<file path="src/hdl/lla_div_cell.sv">
// one quotient bit of a restoring divide chain
module lla_div_cell #(
   parameter int RW = 64,
   parameter int QW = 32,
   parameter int FW = 32
) (
   input  logic          clock,
   input  logic [RW-1:0] rem_i,
   input  logic [RW-1:0] den_i,
   input  logic [QW-1:0] quo_i,
   input  logic [FW-1:0] feed_i,
   output logic [RW-1:0] rem_o,
   output logic [RW-1:0] den_o,
   output logic [QW-1:0] quo_o,
   output logic [FW-1:0] feed_o
);
   logic [RW-1:0] rem_in, rem_ff, den_ff, t;
   logic [QW-1:0] quo_in, quo_ff;
   logic [FW-1:0] feed_ff;

   always_comb begin
      t = {rem_i[RW-2:0], feed_i[FW-1]};
      if (t >= den_i) begin
         rem_in = t - den_i;
         quo_in = {quo_i[QW-2:0], 1'b1};
      end else begin
         rem_in = t;
         quo_in = {quo_i[QW-2:0], 1'b0};
      end
   end

   always_ff @(posedge clock) begin
      rem_ff  <= rem_in;
      den_ff  <= den_i;
      quo_ff  <= quo_in;
      feed_ff <= {feed_i[FW-2:0], 1'b0};
   end

   assign rem_o  = rem_ff;
   assign den_o  = den_ff;
   assign quo_o  = quo_ff;
   assign feed_o = feed_ff;
endmodule

</file>
<file path="config.mk">
export PLATFORM = sky130hd
export DESIGN_NAME = lla_div_cell
export DESIGN_NICKNAME = d
export VERILOG_FILES = /design/src/hdl/lla_div_cell.sv
export SDC_FILE = /design/constraint.sdc
export NUM_CORES = 1
export LEC_CHECK = 0
export ABC_CLOCK_PERIOD_IN_PS = 3200
export BUFFER_PORTS_ARGS = -buffer_cell sky130_fd_sc_hd__buf_2
export CORE_ASPECT_RATIO = 1.4
export CORE_UTILIZATION = 35
export DETAILED_ROUTE_END_ITERATION = 10
export GPL_TIMING_DRIVEN = 0
export HOLD_SLACK_MARGIN = 0.1
export SYNTH_ARGS = -nofsm -noshare
export SYNTH_HDL_FRONTEND = slang
export SYNTH_SLANG_ARGS = --single-unit
</file>
<file path="constraint.sdc">
create_clock -name clock -period 3.2 [get_ports clock]
set_clock_uncertainty 0.05 [all_clocks]
set_input_delay 0.16 -clock clock [delete_from_list [all_inputs] [get_ports clock]]
set_output_delay 0.16 -clock clock [all_outputs]
set_load 0.01 [all_outputs]
</file>
==> out/qor.csv, run 1 <==
metric,value,unit
Mapped Area,8630,um2
"Period Utilization, post-route",99.1,%
Worst Hold End,den_o[0],
Synth Instances,996,
Worst Setup End Kind,flop,
vias after detailed routing,9295,
GR Overflow Total,0,
NetSw,2.03,mW
core area,24100,um2
htree depth,4,
sequential share of the synthesized area,44.3,%
Net Sw Frac,30.0,%
initial core utilization,35.9,%
clock slew at reported path FFs,70,ps
cts hold-fix bufs,189,
CTS max path bufs,2,
Overall Global Routing Usage,24.4,%
I/O pin count,385,
Max Cap Violations,0,
Hold Path Class,input pin to flop,
main flop type after synthesis,dfxtp_1,
Avg WL per Cell,16.2,um
final wirelength,31100,um
row count,67,
RePlAce Congestion,0.854,
Area after DPL,10900,um2
Final Util,56.6,%
Crit path top cell by count,nand2_1,
DRT Pass-1 Iters,4,
DP HPWL,23300,um
HP Start,den_i[0],
hold depth,1,
max incr delay on CP,570,ps
DRT iter0 DRCs,280,
nets,1847,
fmax,0.315,GHz
Syn Nets,1254,
combinational share of power,26.7,%
layout cells sized above 1,28.7,%
final non-filler cell area,13600,um2
Leak,6.50,nW
first-pass GRT wire length,48100,um
pwr dens,497,nW/um2
Filler Cells Inserted,2182,
"flops & latches, synth",191,
violated checks,hold timing,
Yosys cell types,61,
syn_area_per_cell,8.67,um2
"most common cell after layout, fill and taps aside",buf_2,
CTS tree,done,
Die H,188,um
status,"complete, but fails checks",
Sequential Power Share,39.4,%
clock period minus worst slack,3170,ps
I/O Buffers,381,
Post-synth ARST share,0,%
die area,25300,um2
crit path max fanout,6,
CP arrival,3460,ps
Die Wd,135,um
Worst Path Required,3490,ps
cell chain of the critical path,"buf_2, inv_1, ha_1, nand2_1, nor2_1, o41ai_1, nand2_1, a21oi_4, o31ai_1, a31o_2, o21ai_0, mux2_2, a311oi_2",
Syn-to-layout area delta,57.6,%
number of flops mapped to enable cells by yosys,0,
Antenna Nets Post-Route,0,
pin count of the biggest net entering global routing,17,
clock share of power,34.0,%
Worst VDD drop,0.000399,V
worst hold slack,-206,ps
Final Hold Fails,2,
Final setup viols,0,
Pint,4.74,mW
cts bufs inserted,17,
initial antenna violation count,7,
count of final max-slew check failures,0,
Critical Path Slowest Stage Cell,o41ai_1,
setup TNS,0,ps
vias per inst,4.85,
crit path launch type,input pin,
"Worst Path Class, Setup",input pin to flop,
DRC viols,0,
Worst Tran Pin Value,687,ps
Yosys warnings,0,
Clock Tree Root,clkbuf_16,
slew margin rel.,53.8,%
vias in the first global route,9801,
Sink Count,191,
"commonest cells after routing, fill and taps aside","buf_2, dfxtp_1, dlygate4sd3_1",
[Yosys cell counts, types with 3 or more instances]
| library cell | count | area, um2 |
|---|---|---|
| o21ai_1 | 5 | 25.0 |
| a31oi_1 | 7 | 43.8 |
| mux2_2 | 6 | 67.6 |
| nor3b_1 | 4 | 30.0 |
| nor2_1 | 58 | 218 |
| dfxtp_1 | 191 | 3820 |
| nand2b_1 | 8 | 50.1 |
| o21bai_1 | 14 | 105 |
| nand4_1 | 20 | 125 |
| a211oi_1 | 5 | 37.5 |
| a21o_1 | 15 | 113 |
| a311oi_1 | 4 | 35.0 |
| nor4_1 | 4 | 25.0 |
| or4_1 | 3 | 22.5 |
| nand2_1 | 115 | 432 |
| o21a_1 | 11 | 82.6 |
| o21ai_0 | 103 | 515 |
| and3_1 | 6 | 37.5 |
| buf_2 | 6 | 30.0 |
| o211ai_1 | 7 | 52.6 |
| ha_1 | 64 | 801 |
| and4_1 | 4 | 35.0 |
| nand3_1 | 19 | 95.1 |
| nor2b_1 | 9 | 56.3 |
| clkbuf_1 | 35 | 131 |
| a21oi_1 | 80 | 400 |
| o31ai_1 | 8 | 60.1 |
| inv_1 | 77 | 289 |
| xor2_1 | 25 | 219 |
| xnor2_1 | 31 | 272 |
| nor3_1 | 14 | 70.1 |
[flip-flops by register name, summed over array words and instances, names as in the netlist]
signal,cells
quo_o,32
rem_o,64
feed_o,31
den_o,64
[cell type report]
class / count / area (um2) / share of cell area (%)
flip-flops and latches: 191 / 3820 / 28.1
clock buffers: 18 / 439 / 3.23
well taps: 310 / 388 / 2.85
repair buffers: 575 / 3840 / 28.2
diodes: 4 / 10.0 / 0.0735
multi-input cells: 684 / 4450 / 32.7
plain buffers: 42 / 183 / 1.34
clock inverters: 13 / 186 / 1.37
inverters: 78 / 297 / 2.18
[worst max path at each step]
stage / startpoint / cells past startpoint / end
2_1_floorplan: feed_i[31] / 13 / rem_o[56]
3_3_place_gp: feed_i[31] / 14 / rem_o[56]
3_5_place_dp: feed_i[31] / 14 / rem_o[56]
4_1_cts: feed_i[31] / 14 / rem_o[46]
5_1_grt: rem_i[35] / 13 / rem_o[61]
6_report: den_i[7] / 13 / rem_o[51]
[cells by family (layout without fill, tap and decap cells)]
| kind of cell | Yosys count | count (layout) | synth area share (%) |
|---|---|---|---|
| mux | 7 | 7 | 0.898 |
| other cells | 1 | 5 | 0.0434 |
| compound gates | 282 | 282 | 19.3 |
| xor+xnor | 56 | 56 | 5.68 |
| simple gates | 273 | 273 | 14.8 |
| fa+ha+maj | 65 | 65 | 9.51 |
| buf+inv | 121 | 726 | 5.48 |
| flops | 191 | 191 | 44.3 |
[worst max-delay path: cells and delay by family]
family / cells / cell delay (ps)
AO/OA/AOI/OAI: 6 / 1870
adder cells (fa/ha/maj): 1 / 350
buffers and inverters: 2 / 130
multiplexers: 1 / 370
AND/OR/NAND/NOR: 3 / 570
[metal layers]
metal / GRT usage [%] / share of wire, % / vias to the layer above
li1: - / - / 4633
met1: 22.9 / 36 / 4243
met2: 48.1 / 54 / 344
met3: 6.46 / 6.5 / 71
met4: 10.7 / 3.3 / 4
met5: 0 / 0.087 / -
[metrics by stage]
stage | std cells | worst slack (ps) | power [mW]
2_1_floorplan | 996 | 172 | 3.65
3_3_place_gp | 1687 | -744 | 4.28
3_5_place_dp | 1687 | -819 | 4.28
4_1_cts | 1907 | -39.8 | 6.79
5_1_grt | 1914 | -9.47 | 7.12
6_report | 1915 | 28.2 | 6.77
[power groups by stage]
stage          logic [mW]  registers, mW  clock network, mW
3_5_place_dp         1.57           2.72                  0
4_1_cts              1.77           2.67               2.36
2_1_floorplan       0.794           2.85                  0
3_3_place_gp         1.56           2.71                  0
6_report             1.81           2.66               2.30
5_1_grt              1.98           2.69               2.45
[repair_timing]
item,4_1_cts,5_1_grt
buffers inserted,0,5
resized for setup,7,21
setup endpoints to repair,44,59
endpoints found under the hold margin,190,2
pin swaps,0,4
(Power assumes the default switching activity.)
==> run 2: changes to the inputs <==
--- a/config.mk
+++ b/config.mk
@@ -8,6 +8,7 @@
 export ABC_CLOCK_PERIOD_IN_PS = 3200
 export BUFFER_PORTS_ARGS = -buffer_cell sky130_fd_sc_hd__buf_2
 export CORE_ASPECT_RATIO = 1.4
+export CORE_MARGIN = 2
 export CORE_UTILIZATION = 35
 export DETAILED_ROUTE_END_ITERATION = 10
 export GPL_TIMING_DRIVEN = 0
==> run 2 against run 1 <==
Non-clock buffer count is 1 lower. Global-route usage is 1.6 points lower. Via count is 0.43% lower. Setup slack better by 97 ps. Combinational power hardly changed. Wire length is 1.2% lower. Hold slack better by 14 ps. Core utilization is 0.89 points lower. Critical endpoint is now rem_o[56]. Flip-flop and latch count stayed put. Fmax is 3.2% higher. The run still ends with hold timing left.
==> out/qor.csv, run 2 (synthesis results as in run 1) <==
metric,value,unit,change
status,"complete, but fails checks",,
violated checks,hold timing,,
vias after detailed routing,9255,,-0.43%
CTS tree,done,,
DRC viols,0,,unchanged
row count,68,,+1.5%
vias in the first global route,9406,,-4.0%
Antenna Nets Post-Route,0,,unchanged
clock share of power,32.8,%,-1.2 points
cts hold-fix bufs,189,,unchanged
Net Sw Frac,30.9,%,+0.86 points
cell chain of the critical path,"buf_2, ha_1, fa_1, nand2b_1, a21oi_1, o2111ai_2, o21ai_4, a21oi_2, o31ai_4, a41oi_2, a21boi_1, mux2_2, a311oi_1",,
first-pass GRT wire length,46000,um,-4.2%
cts bufs inserted,17,,unchanged
clock period minus worst slack,3070,ps,-97.1 ps
I/O Buffers,381,,unchanged
GR Overflow Total,0,,unchanged
Final Util,55.7,%,-0.89 points
"most common cell after layout, fill and taps aside",buf_2,,
Avg WL per Cell,16.0,um,-1.3%
NetSw,2.05,mW,+0.99%
I/O pin count,385,,unchanged
pin count of the biggest net entering global routing,18,,+1
multi-input logic area,4480,um2,+0.59%
Worst Tran Pin Value,576,ps,-111 ps
RePlAce Congestion,0.897,,+4.9%
core area,24400,um2,+1.5%
Leak,6.46,nW,-0.53%
Sequential Power Share,40.1,%,+0.7 points
"Worst Path Class, Setup",input pin to flop,,
Die H,190,um,+1.1%
Worst Hold End,den_o[0],,
Worst VDD drop,0.000376,V,-5.7%
DRT Pass-1 Iters,7,,+3
count of final max-slew check failures,0,,unchanged
Overall Global Routing Usage,22.8,%,-1.6 points
initial antenna violation count,1,,-6
Sink Count,191,,unchanged
Max Cap Violations,0,,unchanged
HP Start,den_i[0],,
clock slew at reported path FFs,80,ps,about the same
"commonest cells after routing, fill and taps aside","buf_2, dfxtp_1, dlygate4sd3_1",,
Hold Path Class,input pin to flop,,
die area,26000,um2,+2.6%
sequential cell area,3820,um2,unchanged
Die Wd,137,um,+1.5%
Worst path depth,13,,unchanged
CTS max path bufs,2,,unchanged
Filler Cells Inserted,2279,,+4.4%
initial core utilization,35.4,%,-0.53 points
layout cells sized above 1,28.7,%,unchanged
Worst Path Required,3480,ps,about the same
Final setup viols,0,,unchanged
crit path buf inv count,1,,-1
crit path launch type,input pin,,
worst hold slack,-191,ps,+14.2 ps
combinational share of power,27.1,%,+0.4 points
Critical Path Slowest Stage Cell,fa_1,,
Worst path top cell family by delay,compound AO/OA/AOI/OAI gates,,
Final Hold Fails,2,,unchanged
fmax,0.325,GHz,+3.2%
nets,1846,,-0.054%
setup TNS,0,ps,unchanged
htree depth,4,,unchanged
DP HPWL,23400,um,about the same
final wirelength,30700,um,-1.2%
crit path max fanout,4,,-2
Syn-to-layout area delta,57.5,%,
hold depth,1,,unchanged
Worst Setup End Kind,flop,,
DRT iter0 DRCs,279,,-0.36%
max incr delay on CP,410,ps,-160 ps
"Period Utilization, post-route",96.1,%,-3.0 points
Pint,4.60,mW,-3.1%
CP arrival,3360,ps,-100 ps
total power,6.65,mW,-1.8%
vias per inst,4.83,,-0.53%
RSZ-0062 raised after global routing,true,,
Clock Tree Root,clkbuf_16,,
pwr dens,489,nW/um2,-1.7%
slew margin rel.,61.2,%,+7.4 points
## run 2: cell types whose count changed in the layout (fill, tap and decap cells not counted), moves of 2 or more
| cell | previous run | this run |
|---|---|---|
| clkinvlp_4 | 1 | 5 |
| clkinv_2 | 4 | 1 |
| diode_2 | 4 | 1 |
| bufinv_16 | 4 | 2 |
| o31ai_1 | 7 | 5 |
## run 2: how the worst max path moves through the flow
stage                           from  slack, ps         to
final                       den_i[0]        130  rem_o[56]
after global routing        den_i[0]        -10  rem_o[56]
after CTS                   den_i[0]          7  rem_o[56]
after detailed placement  feed_i[31]       -760  rem_o[56]
after global placement    feed_i[31]       -800  rem_o[51]
after floorplan           feed_i[31]        170  rem_o[56]
## run 2: cell type report
cell class	instances	area share [%]
Antenna cell	1	0.0184
Buffer	42	1.33
Clock buffer	19	3.26
Clock inverter	13	1.12
Inverter	78	2.18
Multi-Input combinational cell	684	32.9
Sequential cell	191	28.1
Tap cell	315	2.90
Timing Repair Buffer	574	28.2
## run 2: what timing repair did
action | 4_1_cts | 5_1_grt
setup endpoints to repair | 52 | 61
pin swaps | 0 | 2
endpoints found under the hold margin | 190 | 2
resized for setup | 7 | 24
buffers inserted | 0 | 4
## run 2: power groups by stage
stage	Sequential [mW]	Clock, mW	Combinational (mW)
after detailed placement	2.72	0	1.57
after global placement	2.71	0	1.56
after floorplan	2.85	0	0.794
after global routing	2.69	2.32	1.98
final	2.67	2.18	1.80
after CTS	2.67	2.24	1.77
## run 2: per-stage QoR
stage | setup WS (ps) | instance area, um2 | instances | hold WS, ps
6_report | 125 | 13600 | 1917 | -191
3_3_place_gp | -801 | 10900 | 1692 | 212
3_5_place_dp | -760 | 10900 | 1692 | 214
2_1_floorplan | 172 | 8630 | 996 | 138
5_1_grt | -13.0 | 13600 | 1916 | -204
4_1_cts | 6.83 | 13500 | 1913 | -215
## run 2: per-layer routing
layer  track usage [%]  part of all wire [%]  up-vias
met5                 0                     0        -
met4              9.86                   3.0        0
met3              4.96                   6.9       50
met2              44.7                    54      338
met1              22.3                    36     4232
li1                  -                     -     4635
