### src/hdl/lla_sqrt_cell.sv
// one digit step of the integer square root chain
module lla_sqrt_cell #(
   parameter int STEP = 0
) (
   input  logic        clock,
   input  logic [63:0] val_i,
   input  logic [63:0] root_i,
   output logic [63:0] val_o,
   output logic [63:0] root_o
);
   localparam logic [63:0] BIT = 64'd1 << (62 - 2 * STEP);

   logic [63:0] val_in, root_in, val_ff, root_ff, trial;

   always_comb begin
      trial = root_i + BIT;
      if (val_i >= trial) begin
         val_in  = val_i - trial;
         root_in = (root_i >> 1) + BIT;
      end else begin
         val_in  = val_i;
         root_in = root_i >> 1;
      end
   end

   always_ff @(posedge clock) begin
      val_ff  <= val_in;
      root_ff <= root_in;
   end

   assign val_o  = val_ff;
   assign root_o = root_ff;
endmodule

### config.mk
export PLATFORM = sky130hd
export DESIGN_NAME = lla_sqrt_cell
export DESIGN_NICKNAME = d
export VERILOG_FILES = /design/src/hdl/lla_sqrt_cell.sv
export SDC_FILE = /design/constraint.sdc
export NUM_CORES = 1
export LEC_CHECK = 0
export BUFFER_PORTS_ARGS = -buffer_cell sky130_fd_sc_hd__buf_2
export CAP_MARGIN = 20
export CORE_MARGIN = 2
export CORE_UTILIZATION = 35
export CTS_BUF_LIST = sky130_fd_sc_hd__clkbuf_4
export CTS_CLUSTER_SIZE = 12
export DETAILED_ROUTE_END_ITERATION = 8
export PLACE_DENSITY_LB_ADDON = 0.08
export RECOVER_POWER = 25
export SYNTH_ARGS = -nofsm -noshare
export SYNTH_HDL_FRONTEND = slang
export SYNTH_SLANG_ARGS = --single-unit
### constraint.sdc
create_clock -name clock -period 4.9 [get_ports clock]
set_input_delay 0.49 -clock clock [delete_from_list [all_inputs] [get_ports clock]]
set_output_delay 0.49 -clock clock [all_outputs]
set_load 0.02 [all_outputs]
==> results.sh, run 1 <==
export IMPL_outcome="finished clean"
export IMPL_worst_slew_pin_slew_ns=0.750
export IMPL_yosys_area_top_type="dfxtp_1"
export IMPL_grt_pass1_vias=6792
export IMPL_synth_cells=885
export IMPL_clkSinkCount=128
export IMPL_relSlewSlack=0.494
export IMPL_cp_required_ns=5.35
export IMPL_rows=52
export IMPL_p_leak_nw=4.64
export IMPL_start_util=0.360
export IMPL_async_reset_ff_frac=0
export IMPL_period_needed_ns=3.92
export IMPL_synthFlopType="dfxtp_1"
export IMPL_grt_use_met3=0.0537
export IMPL_max_cap_violations=0
export IMPL_swShare=0.367
export IMPL_grt_total_usage=0.190
export IMPL_finalSetupViolCount=0
export IMPL_drtIter0Drc=286
export IMPL_final_area_um2=9410
export IMPL_cp_startpoint="root_i[3]"
export IMPL_synth_area_um2=7330
export IMPL_yosys_area_top_type_share=0.350
export IMPL_cts_htree_levels=4
export IMPL_cts_tree="yes"
export IMPL_grt_antenna_before_repair=2
export IMPL_grt_ovfl_total=0
export IMPL_avgViaCountPerCell=4.85
export IMPL_design_core_area_um2=20400
export IMPL_place_congestion=0.867
export IMPL_drt_pass1_iter_count=4
export IMPL_cts_resized=0
export IMPL_hp_class="in -> reg"
export IMPL_postCtsSetupBuffers=0
export IMPL_final_antenna_net_count=0
export IMPL_synth_cell_type_count=58
export IMPL_fin_tns_setup_ns=0
export IMPL_register_area_um2=2560
export IMPL_synth_warnings=0
export IMPL_die_x_um=149
export IMPL_clk_pin_slew_ns=0.11
export IMPL_placed_area_um2=8830
export IMPL_whs_ns=0.0666
export IMPL_grt_pass1_wl_um=33700
export IMPL_critPathKind="in -> reg"
export IMPL_grt_setup_unrepaired="false"
export IMPL_yosysSeqAreaShare=0.350
export IMPL_holdCritStartpoint="root_i[30]"
export IMPL_boundaryPins=257
export IMPL_area_growth_syn_to_layout_pct=28.4
export IMPL_num_vias=7010
export IMPL_synth_edf_count=0
export IMPL_drc=0
export IMPL_fin_nets=1353
export IMPL_synth_area_leaders="dfxtp_1 35%, ha_1 11%, a21oi_1 7.6%"
export IMPL_die_area_um2=22100
export IMPL_power_switching_mw=1.13
export IMPL_use_met2=0.304
export IMPL_busiest_layer="met2"
export IMPL_cts_buffer_depth=2
export IMPL_routedWlPerCell_um=14.8
export IMPL_period_share=0.799
export IMPL_drive_above_1_share=0.226
export IMPL_critPathMaxFanout=6
export IMPL_clockRootBuffer="clkbuf_4"
export IMPL_multi_input_area_um2=4320
export IMPL_pre_cts_slack_ns=0.984
export IMPL_clkPwrFrac=0.253
export IMPL_setup_slack_ns=0.984
export IMPL_port_buffers=256
export IMPL_synth_area_per_cell_um2=8.28
export IMPL_vdd_ir_drop_max_v=0.000136
export IMPL_numCtsBuffers=17
export IMPL_internal_power_mw=1.96
export IMPL_die_h_um=149
export IMPL_drv_slew=0
export IMPL_end_kind="register"
export IMPL_hold_viol=0
export IMPL_crit_path_start_kind="primary input"
export IMPL_grt_max_degree=85
export IMPL_fmax_mhz=255
export IMPL_p_per_area_nw_per_um2=328
export IMPL_final_fill_count=2131
export IMPL_seqPwrFrac=0.391
export IMPL_arrival_ns=4.37
export IMPL_yosys_register_bits=128
export IMPL_pwr_share_comb=0.356
export IMPL_wirelength_um=21300
export IMPL_hpwl_um=17000
export IMPL_synth_nets=1079
export IMPL_met1_usage=0.258
[path summary, 6_finish.rpt]
path | endpoint | slack (ns) | cells past startpoint
min | root_o[29] | 0.07 | 1
max | val_o[60] | 0.98 | 15
[cell type report]
type | instances | share of cell area
antenna | 2 | 0.000532
clock buffer | 17 | 0.0136
clock inverter | 15 | 0.0180
inverter | 78 | 0.0311
multi-input combinational | 642 | 0.459
sequential | 128 | 0.272
tap | 270 | 0.0359
timing repair buffer | 292 | 0.169
[repair_timing]
action / 4_1_cts / 5_1_grt
setup endpoints to repair: 0 / 0
endpoints found under the hold margin: 18 / 15
hold buffers: 18 / 15
[per-layer routing]
layer | share of wire | wire, µm
met4 | 0.0091 | 195
met5 | 0.00033 | 7
met1 | 0.47 | 9990
met3 | 0.072 | 1540
met2 | 0.45 | 9590
[state kept, by name, indices dropped and copies added (netlist names)]
register	flops
val_o	64
root_o	64
[power by group through the flow]
stage               logic (mW)  clock network [mW]  registers (mW)
CTS                       1.10               0.819            1.21
floorplan                0.560                   0            1.41
global route              1.21               0.861            1.22
finish                    1.10               0.783            1.21
global placement          1.09                   0            1.23
detailed placement        1.09                   0            1.23
[through the flow]
stage | cells | util | power, mW
after CTS | 1427 | 0.457 | 3.13
after global placement | 1377 | 0.434 | 2.32
after global routing | 1444 | 0.462 | 3.30
after floorplan | 885 | - | 1.97
final | 1444 | 0.462 | 3.09
after detailed placement | 1377 | 0.434 | 2.32
[synthesized netlist by cell type (13+ instances only)]
cell type and instances:
a21oi_1 111, and3_1 13, nand3_1 14, xor2_1 20, xnor2_1 36, clkbuf_1 25, o21ai_0 40, inv_1 78
nand2_1 52, ha_1 64, nor2_1 82, a21o_1 49, nand4_1 18, dfxtp_1 128
[placed cells by master (no fill, tap or decap), types with 33 or more instances in the layout]
master / netlist / layout
buf_2: 11 / 214
dfxtp_1: 128 / 128
a21oi_1: 111 / 111
nor2_1: 82 / 82
inv_1: 78 / 78
ha_1: 64 / 64
nand2_1: 52 / 52
a21o_1: 49 / 49
clkbuf_1: 25 / 42
o21ai_0: 40 / 40
xnor2_1: 36 / 36
dlygate4sd3_1: 0 / 33
[cell families (layout without fill, tap and decap cells)]
logic type | count (synthesis) | after routing | share of synthesized area
and+or+nand+nor | 234 | 234 | 0.155
muxes | 15 | 15 | 0.0229
DFF | 128 | 128 | 0.350
buffers and inverters | 115 | 402 | 0.0610
AOI/OAI and AO/OA | 272 | 272 | 0.233
other | 0 | 2 | 0
xor gates and xnor gates | 56 | 56 | 0.0669
adders and majority gates | 65 | 65 | 0.112
[worst max-delay path: stages]
cell and delay [ns]:
dlygate4sd3_1 0.52, clkbuf_1 0.11, inv_1 0.05, ha_1 0.37, o211ai_1 0.20, a21oi_1 0.07, o41ai_1 0.68, nand4bb_1 0.26
a31oi_1 0.32, o21ai_1 0.20, a21oi_1 0.21, buf_4 0.16, o21ai_0 0.21, and4_1 0.29, nor3_1 0.19
Power figures use the tool's default switching activity.
==> run 2: changes to the inputs <==
Clock period 4.9 ns to 3.3 ns, I/O delays scaled along.
==> run 2 against run 1 <==
  * Die area stayed put
  * Highest routed layer unchanged
  * Non-clock buffer count is 145 higher
  * Sequential cell count stayed put
  * Power is 65% higher
  * Sequential share of layout area is 3.6 points lower
  * Clock power is 81% higher
  * Routed wire length is 6.8% higher
  * Critical path depth is 1 higher
  * Via count is 9.1% higher
  * Critical endpoint is now val_o[45]
  * Final area is 15% higher
  * Combinational power is 70% higher
==> results.sh, run 2 (same netlist as run 1, synthesis figures left out) <==
export IMPL_outcome="finished clean"
export IMPL_place_congestion=0.914
export IMPL_end_kind="register"
export IMPL_internal_power_mw=3.33
export IMPL_grt_total_usage=0.202
export IMPL_fin_nets=1498
export IMPL_worst_slew_pin_slew_ns=0.557
export IMPL_swShare=0.345
export IMPL_area_growth_syn_to_layout_pct=48.1
export IMPL_rows=52
export IMPL_power_switching_mw=1.76
export IMPL_pre_cts_slack_ns=-0.208
export IMPL_hp_class="in -> reg"
export IMPL_period_share=0.952
export IMPL_routedWlPerCell_um=14.3
export IMPL_max_cap_violations=0
export IMPL_fmax_mhz=318
export IMPL_clockRootBuffer="clkbuf_4"
export IMPL_cts_buffer_depth=2
export IMPL_p_per_area_nw_per_um2=469
export IMPL_drv_slew=0
export IMPL_final_common_cell="buf_2"
export IMPL_port_buffers=256
export IMPL_crit_path_start_kind="primary input"
export IMPL_grt_antenna_before_repair=2
export IMPL_finalSetupViolCount=0
export IMPL_hold_viol=0
export IMPL_cp_required_ns=3.75
export IMPL_grt_ovfl_total=0
export IMPL_boundaryPins=257
export IMPL_dp_cells=1451
export IMPL_vdd_ir_drop_max_v=0.000310
export IMPL_critPathMaxFanout=5
export IMPL_drtIter0Drc=318
export IMPL_die_area_um2=22100
export IMPL_clkPwrFrac=0.279
export IMPL_grt_pass1_vias=7553
export IMPL_p_leak_nw=5.42
export IMPL_drc=0
export IMPL_hpwl_um=17900
export IMPL_critPathKind="in -> reg"
export IMPL_die_h_um=149
export IMPL_pwr_share_comb=0.367
export IMPL_design_core_area_um2=20400
export IMPL_period_needed_ns=3.14
export IMPL_grt_pass1_wl_um=36100
export IMPL_die_x_um=149
export IMPL_relSlewSlack=0.625
export IMPL_setup_slack_ns=0.157
export IMPL_clk_pin_slew_ns=0.12
export IMPL_arrival_ns=3.59
export IMPL_grt_max_degree=20
export IMPL_layout_common_cells="238 x buf_2, 128 x dfxtp_1, 109 x a21oi_1"
export IMPL_cts_htree_levels=4
export IMPL_finalNonFillerCells=1589
export IMPL_wirelength_um=22800
export IMPL_drt_pass1_iter_count=4
export IMPL_avgViaCountPerCell=4.81
export IMPL_grt_setup_unrepaired="true"
export IMPL_start_util=0.360
export IMPL_drive_above_1_share=0.293
export IMPL_final_antenna_net_count=0
export IMPL_clkSinkCount=128
export IMPL_num_vias=7650
export IMPL_cts_tree="yes"
export IMPL_numCtsBuffers=17
export IMPL_seqPwrFrac=0.353
run 2: cell type report:
type / instances / area [µm²]
fill: 2003 / 9510
inverter: 78 / 293
sequential: 128 / 2560
multi-input combinational: 642 / 4400
tap: 270 / 338
clock inverter: 14 / 238
antenna: 2 / 5.00
timing repair buffer: 437 / 2880
clock buffer: 18 / 135
run 2: metrics by stage:
stage | power, mW | utilization | setup TNS, ns | hold slack, ns | instance area, µm²
6_report | 5.09 | 0.533 | 0 | 0.0418 | 10900
3_5_place_dp | 3.57 | 0.460 | -7.41 | 0.448 | 9370
4_1_cts | 5.11 | 0.526 | 0 | 0.000841 | 10700
2_1_floorplan | 2.93 | - | 0 | 0.358 | 7330
3_3_place_gp | 3.57 | 0.460 | -1.09 | 0.447 | 9370
5_1_grt | 5.39 | 0.533 | -0.0158 | 0.0256 | 10900
run 2: what timing repair did:
item	CTS	global route
hold buffers	96	0
endpoints found under the setup margin	0	61
resized for setup	0	20
endpoints found under the hold margin	96	0
setup buffers	0	8
run 2: worst max-delay path, cell delays in order:
cell and delay, ns:
dlygate4sd3_1 0.53, buf_2 0.13, ha_1 0.35, and2_1 0.18
nand3_1 0.13, a211o_1 0.27, buf_4 0.14, a21oi_2 0.17
nor4b_2 0.08, buf_4 0.15, o31a_1 0.32, o21ai_0 0.17
buf_4 0.16, a21oi_1 0.08, xnor2_1 0.13, mux2_2 0.26
run 2: final timing paths:
| path | from | cells past startpoint | slack [ns] | to |
|---|---|---|---|---|
| min | val_i[48] | 3 | 0.04 | val_o[48] |
| max | val_i[8] | 16 | 0.16 | val_o[45] |
run 2: power groups by stage:
stage	Sequential, mW	Combinational, mW	Clock, mW
after CTS	1.80	1.83	1.47
after global placement	1.84	1.73	0
after detailed placement	1.83	1.74	0
after global routing	1.82	2.05	1.52
after floorplan	2.10	0.832	0
final	1.80	1.87	1.42
run 2: metal layers:
layer	up-vias	wire length, µm	track usage
met5	-	7	0
met4	2	358	0.0595
met3	27	1300	0.0408
met2	222	10400	0.340
met1	3441	10700	0.263
li1	3958	-	-
==> run 3: changes to the inputs <==
Settings changed: SETUP_SLACK_MARGIN set to 0.4.
==> run 3 against run 2 <==
  * Clock power fell by 18%
  * Sequential cell count unchanged
  * Setup slack improved by 0.25 ns
  * Combinational power down 2%
  * Critical path depth shrank 2
  * Routed wire length decreased by 1.0%
  * Largest power group unchanged
  * Highest routed layer unchanged
==> results.sh, run 3 (same netlist as run 1, synthesis figures left out) <==
export IMPL_grt_setup_unrepaired="true"
export IMPL_start_util=0.360
export IMPL_die_h_um=149
export IMPL_end_kind="register"
export IMPL_arrival_ns=3.39
export IMPL_drive_above_1_share=0.273
export IMPL_hold_depth=3
export IMPL_cp_required_ns=3.80
export IMPL_fin_nets=1458
export IMPL_layout_common_cells="223 x buf_2, 128 x dfxtp_1, 108 x a21oi_1"
export IMPL_grt_ovfl_total=0
export IMPL_avgViaCountPerCell=4.81
export IMPL_boundaryPins=257
export IMPL_setup_slack_ns=0.409
export IMPL_p_leak_nw=5.17
export IMPL_dr_wl_met3_um=1320
export IMPL_cts_buffer_depth=2
export IMPL_place_congestion=0.866
export IMPL_worst_slew_pin_slew_ns=0.470
export IMPL_hold_viol=0
export IMPL_die_x_um=149
export IMPL_clkSinkCount=128
export IMPL_relSlewSlack=0.683
export IMPL_fmax_mhz=346
export IMPL_routedWlPerCell_um=14.6
export IMPL_port_buffers=256
export IMPL_wirelength_um=22600
export IMPL_num_vias=7447
export IMPL_finalSetupViolCount=0
export IMPL_drc=0
export IMPL_grt_pass1_wl_um=35900
export IMPL_period_share=0.876
export IMPL_holdCritStartpoint="val_i[47]"
export IMPL_outcome="finished clean"
export IMPL_max_cap_violations=0
export IMPL_pre_cts_slack_ns=-0.187
export IMPL_period_needed_ns=2.89
export IMPL_cts_tree="yes"
export IMPL_dp_cells=1434
export IMPL_cts_htree_levels=4
export IMPL_hp_class="in -> reg"
export IMPL_rows=52
export IMPL_drtIter0Drc=231
export IMPL_vdd_ir_drop_max_v=0.000230
export IMPL_drv_slew=0
export IMPL_die_area_um2=22100
export IMPL_grt_total_usage=0.202
export IMPL_finalNonFillerCells=1549
export IMPL_design_core_area_um2=20400
export IMPL_crit_path_end="val_o[61]"
export IMPL_top_layer="met5"
export IMPL_hpwl_um=17800
export IMPL_critPathKind="in -> reg"
export IMPL_met2WireLength_um=10300
export IMPL_final_common_cell="buf_2"
export IMPL_drt_met1_wl_um=10700
export IMPL_grt_max_degree=30
export IMPL_crit_path_start_kind="primary input"
export IMPL_critPathMaxFanout=17
export IMPL_clockRootBuffer="clkbuf_4"
export IMPL_drt_pass1_iter_count=5
export IMPL_final_antenna_net_count=0
export IMPL_numCtsBuffers=17
export IMPL_grt_antenna_before_repair=3
export IMPL_area_growth_syn_to_layout_pct=42.8
export IMPL_grt_pass1_vias=7271
export IMPL_cp_startpoint="root_i[38]"
export IMPL_clk_pin_slew_ns=0.12
export IMPL_p_per_area_nw_per_um2=458
run 3: cell types whose count changed in the layout (fill, tap and decap cells not counted), moves of 2 or more:
cell           change
buf_2             -15
buf_4             -23
clkinv_2           +3
bufinv_16          -3
ha_4               +2
clkinv_4           -2
dlygate4sd3_1     -17
ha_1               -2
clkbuf_1          +15
o41ai_2            -2
clkbuf_4           +3
run 3: worst min-delay path by stage:
stage,to,slack (ns)
4_1_cts,val_o[28],0.0002
2_1_floorplan,root_o[0],0.36
5_1_grt,val_o[25],0.0004
6_report,val_o[47],0.03
3_5_place_dp,root_o[34],0.45
3_3_place_gp,root_o[10],0.45
run 3: repair_timing:
item / 4_1_cts / 5_1_grt
hold endpoints to repair: 79 / 0
buffers inserted: 0 / 2
endpoints found under the setup margin: 0 / 62
hold buffers: 79 / 0
resized for setup: 0 / 23
run 3: critical path, cell delays in order:
cell and delay (ns):
dlygate4sd3_1 0.52, clkbuf_1 0.11, inv_1 0.05, ha_1 0.32, and2_1 0.23, a21oi_1 0.23
o21ai_2 0.13, a2111oi_4 0.42, o41ai_4 0.16, buf_4 0.17, buf_6 0.14, nor4b_2 0.16
a311o_1 0.32, nor2_1 0.09
run 3: area by class of cell:
type / instances / area, µm²
repair buffers: 397 / 2530
flip-flops and latches: 128 / 2560
clock inverters: 11 / 140
multi-input cells: 642 / 4440
well taps: 270 / 338
fillers: 2125 / 9900
diodes: 2 / 5.00
clock buffers: 21 / 158
inverters: 78 / 293
run 3: through the flow:
stage / area (µm²) / setup TNS (ns) / hold slack, ns / util / total power [mW]
3_5_place_dp: 9290 / -4.41 / 0.448 / 0.456 / 3.56
6_report: 10500 / 0 / 0.0343 / 0.514 / 4.79
3_3_place_gp: 9290 / -0.874 / 0.447 / 0.456 / 3.56
4_1_cts: 10400 / 0 / 0.000185 / 0.510 / 4.82
5_1_grt: 10500 / 0 / 0.000392 / 0.514 / 5.09
2_1_floorplan: 7360 / 0 / 0.358 / - / 2.93
run 3: where the power goes:
group,leakage (nW),internal [mW],switching [mW]
clock,0.157,0.553,0.614
sequential,1.08,1.75,0.0475
combinational,3.93,0.784,1.05
run 3: metal layers:
metal,track usage,up-vias
met2,0.328,202
met4,0.0519,4
li1,-,3858
met3,0.0445,16
met5,0,-
met1,0.272,3367
